## src/rtl/dwpd_pkg.sv

```systemverilog
package dwpd_pkg;

    localparam int POS_W      = 24;
    localparam int OUT_W      = 24;
    localparam int STAT_W     = 16;
    localparam int VAL_W      = STAT_W + 1;
    localparam int WIN_W      = 8;
    localparam int CFG_DATA_W = 16;
    localparam int CFG_IDX_W  = 3;

    typedef enum logic [CFG_IDX_W-1:0] {
        CFG_MIN_SWING       = 3'd0,
        CFG_THRESHOLD_SHORT = 3'd1,
        CFG_THRESHOLD_LONG  = 3'd2,
        CFG_WINDOW_SHORT    = 3'd3,
        CFG_WINDOW_LONG     = 3'd4
    } cfg_index_t;

    localparam logic [STAT_W-1:0] MIN_SWING_RST       = 16'd256;
    localparam logic [STAT_W-1:0] THRESHOLD_SHORT_RST = 16'd1101;
    localparam logic [STAT_W-1:0] THRESHOLD_LONG_RST  = 16'd658;
    localparam logic [WIN_W-1:0]  WINDOW_SHORT_RST    = 8'd3;
    localparam logic [WIN_W-1:0]  WINDOW_LONG_RST     = 8'd6;

    typedef struct packed {
        logic [STAT_W-1:0] min_swing;
        logic [STAT_W-1:0] threshold_short;
        logic [STAT_W-1:0] threshold_long;
        logic [WIN_W-1:0]  window_short;
        logic [WIN_W-1:0]  window_long;
    } dwpd_cfg_t;

    typedef struct packed {
        logic [VAL_W-1:0] value;
        logic [POS_W-1:0] position;
        logic             in_peak;
        logic             confirmed;
    } dwpd_track_t;

    // all-ones value marks "no minimum seen yet"
    localparam dwpd_track_t TRACK_RESET = '{
        value:     {VAL_W{1'b1}},
        position:  {POS_W{1'b0}},
        in_peak:   1'b0,
        confirmed: 1'b0
    };

endpackage

```

## src/rtl/dwpd_regs.sv

```systemverilog
module dwpd_regs (
    input  logic                              aclk,
    input  logic                              aresetn,
    input  logic                              cfg_we,
    input  logic [dwpd_pkg::CFG_IDX_W-1:0]    cfg_index,
    input  logic [dwpd_pkg::CFG_DATA_W-1:0]   cfg_wdata,
    output dwpd_pkg::dwpd_cfg_t               cfg
);
    import dwpd_pkg::*;

    dwpd_cfg_t cfg_reg;
    dwpd_cfg_t cfg_next;

    always_comb begin
        cfg_next = cfg_reg;
        if (cfg_we) begin
            unique case (cfg_index_t'(cfg_index))
                CFG_MIN_SWING:       cfg_next.min_swing       = cfg_wdata;
                CFG_THRESHOLD_SHORT: cfg_next.threshold_short = cfg_wdata;
                CFG_THRESHOLD_LONG:  cfg_next.threshold_long  = cfg_wdata;
                CFG_WINDOW_SHORT:    cfg_next.window_short    = cfg_wdata[WIN_W-1:0];
                CFG_WINDOW_LONG:     cfg_next.window_long     = cfg_wdata[WIN_W-1:0];
                default: ;
            endcase
        end
    end

    always_ff @(posedge aclk) begin
        if (!aresetn) begin
            cfg_reg.min_swing       <= MIN_SWING_RST;
            cfg_reg.threshold_short <= THRESHOLD_SHORT_RST;
            cfg_reg.threshold_long  <= THRESHOLD_LONG_RST;
            cfg_reg.window_short    <= WINDOW_SHORT_RST;
            cfg_reg.window_long     <= WINDOW_LONG_RST;
        end else begin
            cfg_reg <= cfg_next;
        end
    end

    assign cfg = cfg_reg;

endmodule

```

## src/rtl/dwpd_detector.sv

```systemverilog
module dwpd_detector (
    input  logic [dwpd_pkg::STAT_W-1:0] cur,
    input  dwpd_pkg::dwpd_track_t       trk_in,
    input  logic                        skip,
    input  logic [dwpd_pkg::STAT_W-1:0] threshold,
    input  logic [dwpd_pkg::WIN_W-1:0]  window,
    input  logic [dwpd_pkg::STAT_W-1:0] min_swing,
    input  logic [dwpd_pkg::POS_W-1:0]  pos,
    output dwpd_pkg::dwpd_track_t       trk_out,
    output logic                        emit,
    output logic                        over_thr
);
    import dwpd_pkg::*;

    logic [VAL_W-1:0] cur_ext;
    logic [VAL_W-1:0] ph_ext;
    logic             rise;
    logic [VAL_W-1:0] val_upd;
    logic [POS_W-1:0] pos_upd;
    logic             above;
    logic             drop;
    logic             conf_upd;
    logic [POS_W-1:0] span;
    logic [POS_W-1:0] half_win;

    assign cur_ext  = {1'b0, cur};
    assign ph_ext   = {1'b0, min_swing};
    assign rise     = cur_ext > trk_in.value;
    // follow the open peak upward
    assign val_upd  = rise ? cur_ext : trk_in.value;
    assign pos_upd  = rise ? pos : trk_in.position;
    assign above    = val_upd > {1'b0, threshold};
    assign drop     = (val_upd > cur_ext) && ((val_upd - cur_ext) > ph_ext);
    assign conf_upd = trk_in.confirmed || (drop && above);
    assign span     = pos - pos_upd;
    assign half_win = POS_W'(window >> 1);

    always_comb begin
        trk_out  = trk_in;
        emit     = 1'b0;
        over_thr = 1'b0;
        if (!skip) begin
            if (!trk_in.in_peak) begin
                if (cur_ext < trk_in.value) begin
                    trk_out.value = cur_ext;
                end else if ((cur_ext - trk_in.value) > ph_ext) begin
                    trk_out.value    = cur_ext;
                    trk_out.position = pos;
                    trk_out.in_peak  = 1'b1;
                end
            end else begin
                over_thr          = above;
                trk_out.value     = val_upd;
                trk_out.position  = pos_upd;
                trk_out.confirmed = conf_upd;
                // release the peak once far enough behind; keep its position
                if (conf_upd && (span > half_win)) begin
                    emit              = 1'b1;
                    trk_out.in_peak   = 1'b0;
                    trk_out.value     = cur_ext;
                    trk_out.confirmed = 1'b0;
                end
            end
        end
    end

endmodule

```

## src/rtl/dual_window_peak_detector.sv

```systemverilog
// Dual-window peak detector. Each transfer on the s_ channel carries one sample
// position's short- and long-window statistics (unsigned Q8.8) and a new-read
// flag that restarts the position count and both detectors before the sample.
// The block takes one sample per clock cycle unless a held result stalls it: a
// sample sits in the input register, and once it advances the detector update
// (both detectors and the long-window mask, chained in one pass) writes the
// state and, when a peak is released, the result register, so a peak position
// reaches m_ through the input register and then the result register. That
// state update loop sets the rate; a held result stalls intake only once the
// input register is also full. Configuration is written through
// cfg_we/cfg_index/cfg_wdata; the user must do so only while the block is idle,
// which the block does not enforce; indexes past the last register are ignored.
module dual_window_peak_detector (
    input  logic                            aclk,
    input  logic                            aresetn,
    input  logic                            s_valid,
    output logic                            s_ready,
    input  logic [dwpd_pkg::STAT_W-1:0]     s_stat_short,
    input  logic [dwpd_pkg::STAT_W-1:0]     s_stat_long,
    input  logic                            s_new_read,
    output logic                            m_valid,
    input  logic                            m_ready,
    output logic [dwpd_pkg::OUT_W-1:0]      m_peak_position,
    input  logic                            cfg_we,
    input  logic [dwpd_pkg::CFG_IDX_W-1:0]  cfg_index,
    input  logic [dwpd_pkg::CFG_DATA_W-1:0] cfg_wdata
);
    import dwpd_pkg::*;

    dwpd_cfg_t cfg;

    logic              in_valid_reg;
    logic              in_valid_next;
    logic [STAT_W-1:0] in_short_reg;
    logic [STAT_W-1:0] in_long_reg;
    logic              in_new_read_reg;

    logic              out_valid_reg;
    logic              out_valid_next;
    logic [OUT_W-1:0]  out_pos_reg;
    logic [OUT_W-1:0]  out_pos_next;

    logic [POS_W-1:0]  sample_index_reg;
    logic [POS_W-1:0]  sample_index_next;
    logic [POS_W-1:0]  mask_until_reg;
    logic [POS_W-1:0]  mask_until_next;
    dwpd_track_t       trk_short_reg;
    dwpd_track_t       trk_short_next;
    dwpd_track_t       trk_long_reg;
    dwpd_track_t       trk_long_next;

    logic              advance;
    logic [POS_W-1:0]  pos;
    logic [POS_W-1:0]  mask_eff;
    dwpd_track_t       short_in;
    dwpd_track_t       long_eff;
    dwpd_track_t       long_in;
    logic              emit_short;
    logic              emit_long;
    logic              over_short;
    logic              over_long;
    logic [POS_W:0]    mask_sum;
    logic [POS_W-1:0]  mask_sat;

    dwpd_regs u_regs (
        .aclk      (aclk),
        .aresetn   (aresetn),
        .cfg_we    (cfg_we),
        .cfg_index (cfg_index),
        .cfg_wdata (cfg_wdata),
        .cfg       (cfg)
    );

    assign advance = in_valid_reg && (!out_valid_reg || m_ready);
    assign s_ready = !in_valid_reg || advance;

    // new read: start from reset state before this sample
    assign pos      = in_new_read_reg ? '0 : sample_index_reg;
    assign mask_eff = in_new_read_reg ? '0 : mask_until_reg;
    assign short_in = in_new_read_reg ? TRACK_RESET : trk_short_reg;
    assign long_eff = in_new_read_reg ? TRACK_RESET : trk_long_reg;

    dwpd_detector u_short (
        .cur         (in_short_reg),
        .trk_in      (short_in),
        .skip        (pos == '0),
        .threshold   (cfg.threshold_short),
        .window      (cfg.window_short),
        .min_swing   (cfg.min_swing),
        .pos         (pos),
        .trk_out     (trk_short_next),
        .emit        (emit_short),
        .over_thr    (over_short)
    );

    // a short peak over threshold masks and restarts the long detector
    assign mask_sum        = {1'b0, trk_short_next.position}
                             + (POS_W + 1)'(cfg.window_short);
    assign mask_sat        = mask_sum[POS_W] ? {POS_W{1'b1}} : mask_sum[POS_W-1:0];
    assign mask_until_next = over_short ? mask_sat : mask_eff;
    assign long_in         = over_short ? TRACK_RESET : long_eff;

    dwpd_detector u_long (
        .cur         (in_long_reg),
        .trk_in      (long_in),
        .skip        (mask_until_next >= pos),
        .threshold   (cfg.threshold_long),
        .window      (cfg.window_long),
        .min_swing   (cfg.min_swing),
        .pos         (pos),
        .trk_out     (trk_long_next),
        .emit        (emit_long),
        .over_thr    (over_long)
    );

    assign sample_index_next = pos + POS_W'(1);

    always_comb begin
        in_valid_next  = in_valid_reg;
        out_valid_next = out_valid_reg;
        out_pos_next   = out_pos_reg;
        if (out_valid_reg && m_ready) begin
            out_valid_next = 1'b0;
        end
        if (advance) begin
            in_valid_next  = 1'b0;
            out_valid_next = emit_short || emit_long;
            out_pos_next   = emit_short ? OUT_W'(trk_short_next.position)
                                        : OUT_W'(trk_long_next.position);
        end
        if (s_valid && s_ready) begin
            in_valid_next = 1'b1;
        end
    end

    always_ff @(posedge aclk) begin
        if (!aresetn) begin
            in_valid_reg     <= 1'b0;
            out_valid_reg    <= 1'b0;
            sample_index_reg <= '0;
            mask_until_reg   <= '0;
            trk_short_reg    <= TRACK_RESET;
            trk_long_reg     <= TRACK_RESET;
        end else begin
            in_valid_reg  <= in_valid_next;
            out_valid_reg <= out_valid_next;
            if (advance) begin
                sample_index_reg <= sample_index_next;
                mask_until_reg   <= mask_until_next;
                trk_short_reg    <= trk_short_next;
                trk_long_reg     <= trk_long_next;
            end
        end
    end

    always_ff @(posedge aclk) begin
        if (s_valid && s_ready) begin
            in_short_reg    <= s_stat_short;
            in_long_reg     <= s_stat_long;
            in_new_read_reg <= s_new_read;
        end
        out_pos_reg <= out_pos_next;
    end

    assign m_valid         = out_valid_reg;
    assign m_peak_position = out_pos_reg;

    // over_long has no consumer; only over_short drives the masking rule
    logic unused_over_long;
    assign unused_over_long = over_long;

endmodule

```

## config.mk

```make
export PLATFORM = sky130hd
export DESIGN_NAME = dual_window_peak_detector
export DESIGN_NICKNAME = d
export VERILOG_FILES = /design/src/rtl/dwpd_pkg.sv /design/src/rtl/dwpd_regs.sv /design/src/rtl/dwpd_detector.sv /design/src/rtl/dual_window_peak_detector.sv
export SDC_FILE = /design/constraint.sdc
export NUM_CORES = 1
export LEC_CHECK = 0
export ABC_CLOCK_PERIOD_IN_PS = 18650
export BUFFER_PORTS_ARGS = -buffer_cell sky130_fd_sc_hd__buf_2
export CORE_MARGIN = 8
export CORE_UTILIZATION = 40
export DETAILED_ROUTE_END_ITERATION = 6
export GPL_TIMING_DRIVEN = 0
export PLACE_DENSITY = 0.63
export SYNTH_ARGS = -nofsm -noshare
export SYNTH_HDL_FRONTEND = slang
export SYNTH_SLANG_ARGS = --single-unit
```

## constraint.sdc

```tcl
create_clock -name aclk -period 18.65 [get_ports aclk]
set_input_delay 0.9325 -clock aclk [delete_from_list [all_inputs] [get_ports aclk]]
set_output_delay 0.9325 -clock aclk [all_outputs]
set_load 0.05 [all_outputs]
```

==> metrics.md, run 1 <==
| Metric | Value |
|---|---|
| Outcome | completed |
| Setup CP Type | flop to flop |
| Fill count | 5797 |
| Synthesized area per cell | 7.58 um^2 |
| Ys async rst share | 0% |
| FF/Latch Area | 0.00570 mm^2 |
| Net Count, Synth | 3293 |
| Max_cap viols | 0 |
| Clock Tree Buf Depth | 3 |
| Register area share after synthesis | 25.2% |
| Setup crit start kind | flop |
| Final GP Congestion | 0.993 |
| Worst r2r src | in_new_read_reg |
| CTS tree | built |
| Vias in the first global route | 21.5k |
| Max-slew headroom | 27.7% |
| Post-synth cell types | 98 |
| Row count | 87 |
| Core area | 0.0561 mm^2 |
| Post-Syn Area | 0.0226 mm^2 |
| CP required | 19.13 ns |
| Slew Viols, Final | 0 |
| CTS sink cnt | 256 |
| Worst skew pair latency | 0.63 ns |
| Io pins | 83 |
| Worst Skew | 0.0465 ns |
| PD cells | 58.4 mW/mm^2 |
| HP Start | u_regs.cfg[47] |
| Min Clock Period, post-route | 17.66 ns |
| Most frequent cells in the layout | 388 x nand2_1, 270 x a21oi_1, 261 x nor2_1, 253 x ha_1, 199 x dfxtp_1 |
| Worst VDD drop | 0.0000690 V |
| ANT cells | 0 |
| Residual DRC | 0 |
| Arrival @ worst endpoint | 18.14 ns |
| Final Non-Filler Cells | 3870 |
| R2r setup slk | 0.99 ns |
| Final core occ | 44.6% |
| Worst hold path depth | 2 |
| First-pass GRT wire length | 128 mm |
| Multi-input gate area | 0.0155 mm^2 |
| Met1 wire length | 37.1 mm |
| Worst path slowest cell | a311oi_4 |
| Antenna Nets Post-Route | 0 |
| Initial antenna violation count | 0 |
| CP dominant cell by count | a21oi_1 |
| Final wirelength | 84.3 mm |
| Die area | 0.0643 mm^2 |
| Cts bufs inserted | 30 |
| Final setup viols | 0 |
| Layout area overhead | 10.8% |
| Met3 routed WL | 6.98 mm |
| H-tree levels | 1 |
| Ys flop type | dfxtp_1 |
| Average wire per standard cell | 21.8 um |
| R2r endpoint | trk_long_reg[41] |
| Min-Delay Endpoint | u_regs.cfg[47] |
| DR vias | 23.1k |
| Nature of the critical path endpoint | flop |
| Actual slew at the worst max-slew pin | 1.08 ns |
| Initial cell density of the core | 40.2% |
| Worst Reg-to-Reg Cells | 60 |
| Met2 WL | 37.3 mm |
| Worst stage delay on the critical path | 0.57 ns |
| GRT overflow | 0 |
| Post-synth EDFFs | 57 |
| Pleak | 10.1 nW |
| Critical Path Fanout Max | 10 |
| Pin count of the biggest net entering global routing | 34 |
| Hold WS | 0.453 ns |
| DRT Pass-1 Iters | 7 |
| Hold WC Path Type | flop to flop |
| RSZ-0062 raised after global routing | false |
| Number of synthesized register bits | 256 |
| Commonest non-fill, non-tap cell in the layout | nand2_1 |
| Yosys warns | 0 |
| Largest register FFs | 63 |
| Fmax | 0.0566 GHz |
| Mapped Cells | 2976 |
| Top Metal Used | met4 |
| Die Wd | 253 um |
| Fin. Hold Viols | 0 |
| Root Buffer | clkbuf_16 |
| Share of cells above drive strength 1 | 6.71% |
| Vias per cell | 5.96 |
| Die Ht | 253 um |
| Post-CTS Hold Buffers | 0 |
| IO Port Bufs | 82 |
| Period utilisation layout | 94.7% |
| Clock Pin Slew Worst Setup and Hold Paths | 0.07 ns |
| Initial drt markers | 2317 |
| Global router's overall resource usage | 25.3% |
| Placed cells | 3815 |
| DP HPWL | 66.1 mm |
| NumNets Final | 3408 |
==> critical path: cells and delay by family (launching register included) <==
family          cells  cell delay, ns
compound gates     28            7.39
buf+inv            16            5.63
simple gates       10            2.37
fa+ha+maj           5            1.56
flops               1            0.34
xor+xnor            1            0.16
==> power by group <==
group	total, mW	switching (mW)	internal (mW)
sequential	0.591	0.0113	0.579
clock	0.611	0.266	0.345
combinational	0.257	0.169	0.0889
total	1.46	0.446	1.01
==> cells in the mapped netlist, types with 43 or more instances <==
library cell / count / share of area, %
clkbuf_1: 124 / 2.1
a21o_1: 94 / 3.1
nand2_1: 388 / 6.5
ha_1: 253 / 14
nor3_1: 49 / 1.1
nor2_1: 261 / 4.3
nand4_1: 48 / 1.3
a21oi_1: 271 / 6.0
o21a_1: 60 / 2.0
a31oi_1: 43 / 1.2
nand3_1: 65 / 1.4
o21ai_0: 182 / 4.0
nor2b_1: 43 / 1.2
o211ai_1: 45 / 1.5
dfxtp_1: 199 / 18
xnor2_1: 82 / 3.2
inv_1: 198 / 3.3
edfxtp_1: 57 / 7.6
==> cells by family after synthesis <==
group	synth area share, %
adders and majority gates	14.7
muxes	1.01
DFF	25.2
AOI/OAI and AO/OA	28.0
and+or+nand+nor	20.5
buffers and inverters	5.99
xor gates and xnor gates	4.58
==> through the flow <==
step                      power (mW)  area, um^2  setup WS [ns]  setup TNS (ns)
final                           1.46       25000          0.989               0
after global routing            1.51       25000         0.0364               0
after CTS                       1.46       25000         0.0500               0
after detailed placement       0.853       24000         -0.299           -2.89
after global placement         0.852       23900         -0.862          -10.83
after floorplan                0.771       22600           5.66               0
==> repair_timing <==
action / in CTS / in global routing
setup buffers: 0 / 0
hold endpoints to repair: 0 / 0
gates resized for setup: 2 / 14
setup endpoints to repair: 10 / 20
gates cloned: 0 / 0
==> final cells by class <==
cell class	instances	share of cell area, %
buffer	148	2.44
clock buffer	47	3.75
clock inverter	8	0.285
inverter	200	3.00
multi-input combinational	2372	62.2
sequential	256	22.8
tap	756	3.78
timing repair buffer	83	1.75
==> layer usage <==
layer,track usage [%],up-vias
li1,-,11000
met1,34.8,10900
met2,40.3,1019
met3,3.77,173
met4,8.50,0
met5,0,-
==> worst max-delay path by stage <==
stage | slack [ns] | from | cells past startpoint | end
detailed placement | -0.30 | in_new_read_reg | 60 | trk_long_reg[41]
global route | 0.04 | in_new_read_reg | 60 | trk_long_reg[34]
global placement | -0.86 | in_new_read_reg | 60 | trk_long_reg[41]
CTS | 0.05 | in_new_read_reg | 60 | trk_long_reg[41]
finish | 0.99 | in_new_read_reg | 60 | trk_long_reg[41]
floorplan | 5.66 | in_new_read_reg | 61 | trk_long_reg[32]
Note: power is estimated with default switching activity, not from simulation.
==> run 2: changes to the inputs <==
- SYNTH_HIERARCHICAL: default -> 1
==> run 2 against run 1 <==
Net effect:
- power rose by 4.7%
- wire length fell by 9.9%
- clock-buffer cell count fell by 8
- die area rose by 4.1%
- critical endpoint is now trk_long_reg[30]
==> metrics.md, run 2 <==
| Metric | Value |
|---|---|
| Post-CTS Setup Repair Bufs | 0 |
| Average wire per standard cell | 19.7 um |
| CTS sink cnt | 256 |
| Synthesized area per cell | 8.01 um^2 |
| Global router's overall resource usage | 21.8% |
| Most frequent cells in the layout | 451 x nand2_1, 254 x ha_1, 229 x a21oi_1, 202 x inv_1, 199 x dfxtp_1 |
| Vias per cell | 5.73 |
| Share of cells above drive strength 1 | 11.5% |
| CTS tree | built |
| Initial antenna violation count | 4 |
| Die area | 0.0669 mm^2 |
| Net Count, Synth | 3258 |
| GRT overflow | 0 |
| Hold WS | 0.448 ns |
| Slew Viols, Final | 0 |
| Worst stage delay on the critical path | 0.73 ns |
| Final setup viols | 0 |
| Initial drt markers | 1838 |
| Period utilisation layout | 87.6% |
| Antenna Nets Post-Route | 0 |
| Critical Path Fanout Max | 10 |
| Post-Syn Area | 0.0235 mm^2 |
| First-pass GRT wire length | 117 mm |
| Clock Pin Slew Worst Setup and Hold Paths | 0.06 ns |
| Arrival @ worst endpoint | 16.77 ns |
| DRT Pass-1 Iters | 6 |
| Root Buffer | clkbuf_16 |
| Max-slew headroom | 13.8% |
| DP HPWL | 60.7 mm |
| Core area | 0.0586 mm^2 |
| Pin count of the biggest net entering global routing | 33 |
| Setup crit start kind | flop |
| HP Start | trk_long_reg[22] |
| Max_cap viols | 0 |
| R2r endpoint | trk_long_reg[30] |
| Fmax | 0.0612 GHz |
| DP Area | 0.0250 mm^2 |
| Post_cts resized | 0 |
| Fin. Hold Viols | 0 |
| CP dominant cell by count | clkbuf_1 |
| Row count | 89 |
| Post-route cell area | 0.0260 mm^2 |
| DR vias | 22.1k |
| Residual DRC | 0 |
| Commonest non-fill, non-tap cell in the layout | nand2_1 |
| Place WS | 2.48 ns |
| Io pins | 83 |
| Min Clock Period, post-route | 16.33 ns |
| Setup CP Type | flop to flop |
| H-tree levels | 1 |
| IO Port Bufs | 81 |
| Cts bufs inserted | 31 |
| Vias in the first global route | 20.7k |
| Nature of the critical path endpoint | flop |
| Worst hold path depth | 2 |
| Fin worst setup slack | 2.32 ns |
| Final wirelength | 76.0 mm |
| Min-Delay Endpoint | trk_long_reg[22] |
| Worst r2r src | in_new_read_reg |
| Yosys warns | 6 |
| Worst path slowest cell | buf_1 |
| Pleak | 11.2 nW |
| Largest register FFs | 63 |
| Final GP Congestion | 0.957 |
| Die Ht | 259 um |
| PD cells | 58.7 mW/mm^2 |
| Initial cell density of the core | 40.2% |
| Worst Reg-to-Reg Cells | 60 |
| Worst Skew | 0.0148 ns |
| Clock Tree Buf Depth | 3 |
| Die Wd | 259 um |
| Outcome | completed |
| Sum Neg Setup Slack | 0 ns |
| Final core occ | 44.4% |
| NumNets Final | 3374 |
| Mapped Cells | 2940 |
| Actual slew at the worst max-slew pin | 1.29 ns |
| Post-CTS Hold Buffers | 0 |
| CP required | 19.08 ns |
| Worst skew pair latency | 0.59 ns |
| Hold WC Path Type | flop to flop |
| Worst VDD drop | 0.0000769 V |
| Layout area overhead | 10.5% |
| RSZ-0062 raised after global routing | false |
| R2r setup slk | 2.32 ns |
-- run 2: power by group --
group | internal, mW | leakage [nW] | switching, mW
Combinational | 0.122 | 8.53 | 0.189
Sequential | 0.581 | 2.18 | 0.0105
Clock | 0.366 | 0.528 | 0.260
Total | 1.07 | 11.2 | 0.459
-- run 2: cell type report --
type	count	area, um^2
Clock inverter	19	164
Fill cell	5983	32500
Sequential cell	256	5700
Antenna cell	1	2.50
Tap cell	773	967
Buffer	141	743
Timing Repair Buffer	83	453
Multi-Input combinational cell	2339	16300
Clock buffer	39	890
Inverter	204	766
-- run 2: worst max-delay path by stage --
stage | from | end
floorplan | in_new_read_reg | trk_long_reg[33]
global placement | in_new_read_reg | trk_long_reg[34]
detailed placement | in_new_read_reg | trk_long_reg[30]
CTS | in_new_read_reg | trk_long_reg[30]
global route | in_new_read_reg | trk_long_reg[35]
finish | in_new_read_reg | trk_long_reg[30]
-- run 2: per-stage QoR --
stage | cells | power, mW
6_report | 3855 | 1.53
5_1_grt | 3854 | 1.60
4_1_cts | 3854 | 1.54
3_5_place_dp | 3796 | 0.909
3_3_place_gp | 3794 | 0.906
2_1_floorplan | 2940 | 0.822
-- run 2: critical path, delay by kind of cell (launching register included) --
family | cells | cell delay, ns
and+or+nand+nor | 19 | 3.61
xor gates and xnor gates | 1 | 0.09
buffers and inverters | 13 | 4.93
AOI/OAI and AO/OA | 22 | 5.47
adders and majority gates | 5 | 1.64
DFF | 1 | 0.42
-- run 2: layer usage --
metal	global-route usage (%)	routed length [um]	up-vias	share of wire [%]
met2	35.1	33700	731	44
li1	-	-	10800	-
met5	0	26	-	0.034
met4	5.20	1720	4	2.3
met3	2.91	5060	99	6.7
met1	30.6	35500	10500	47
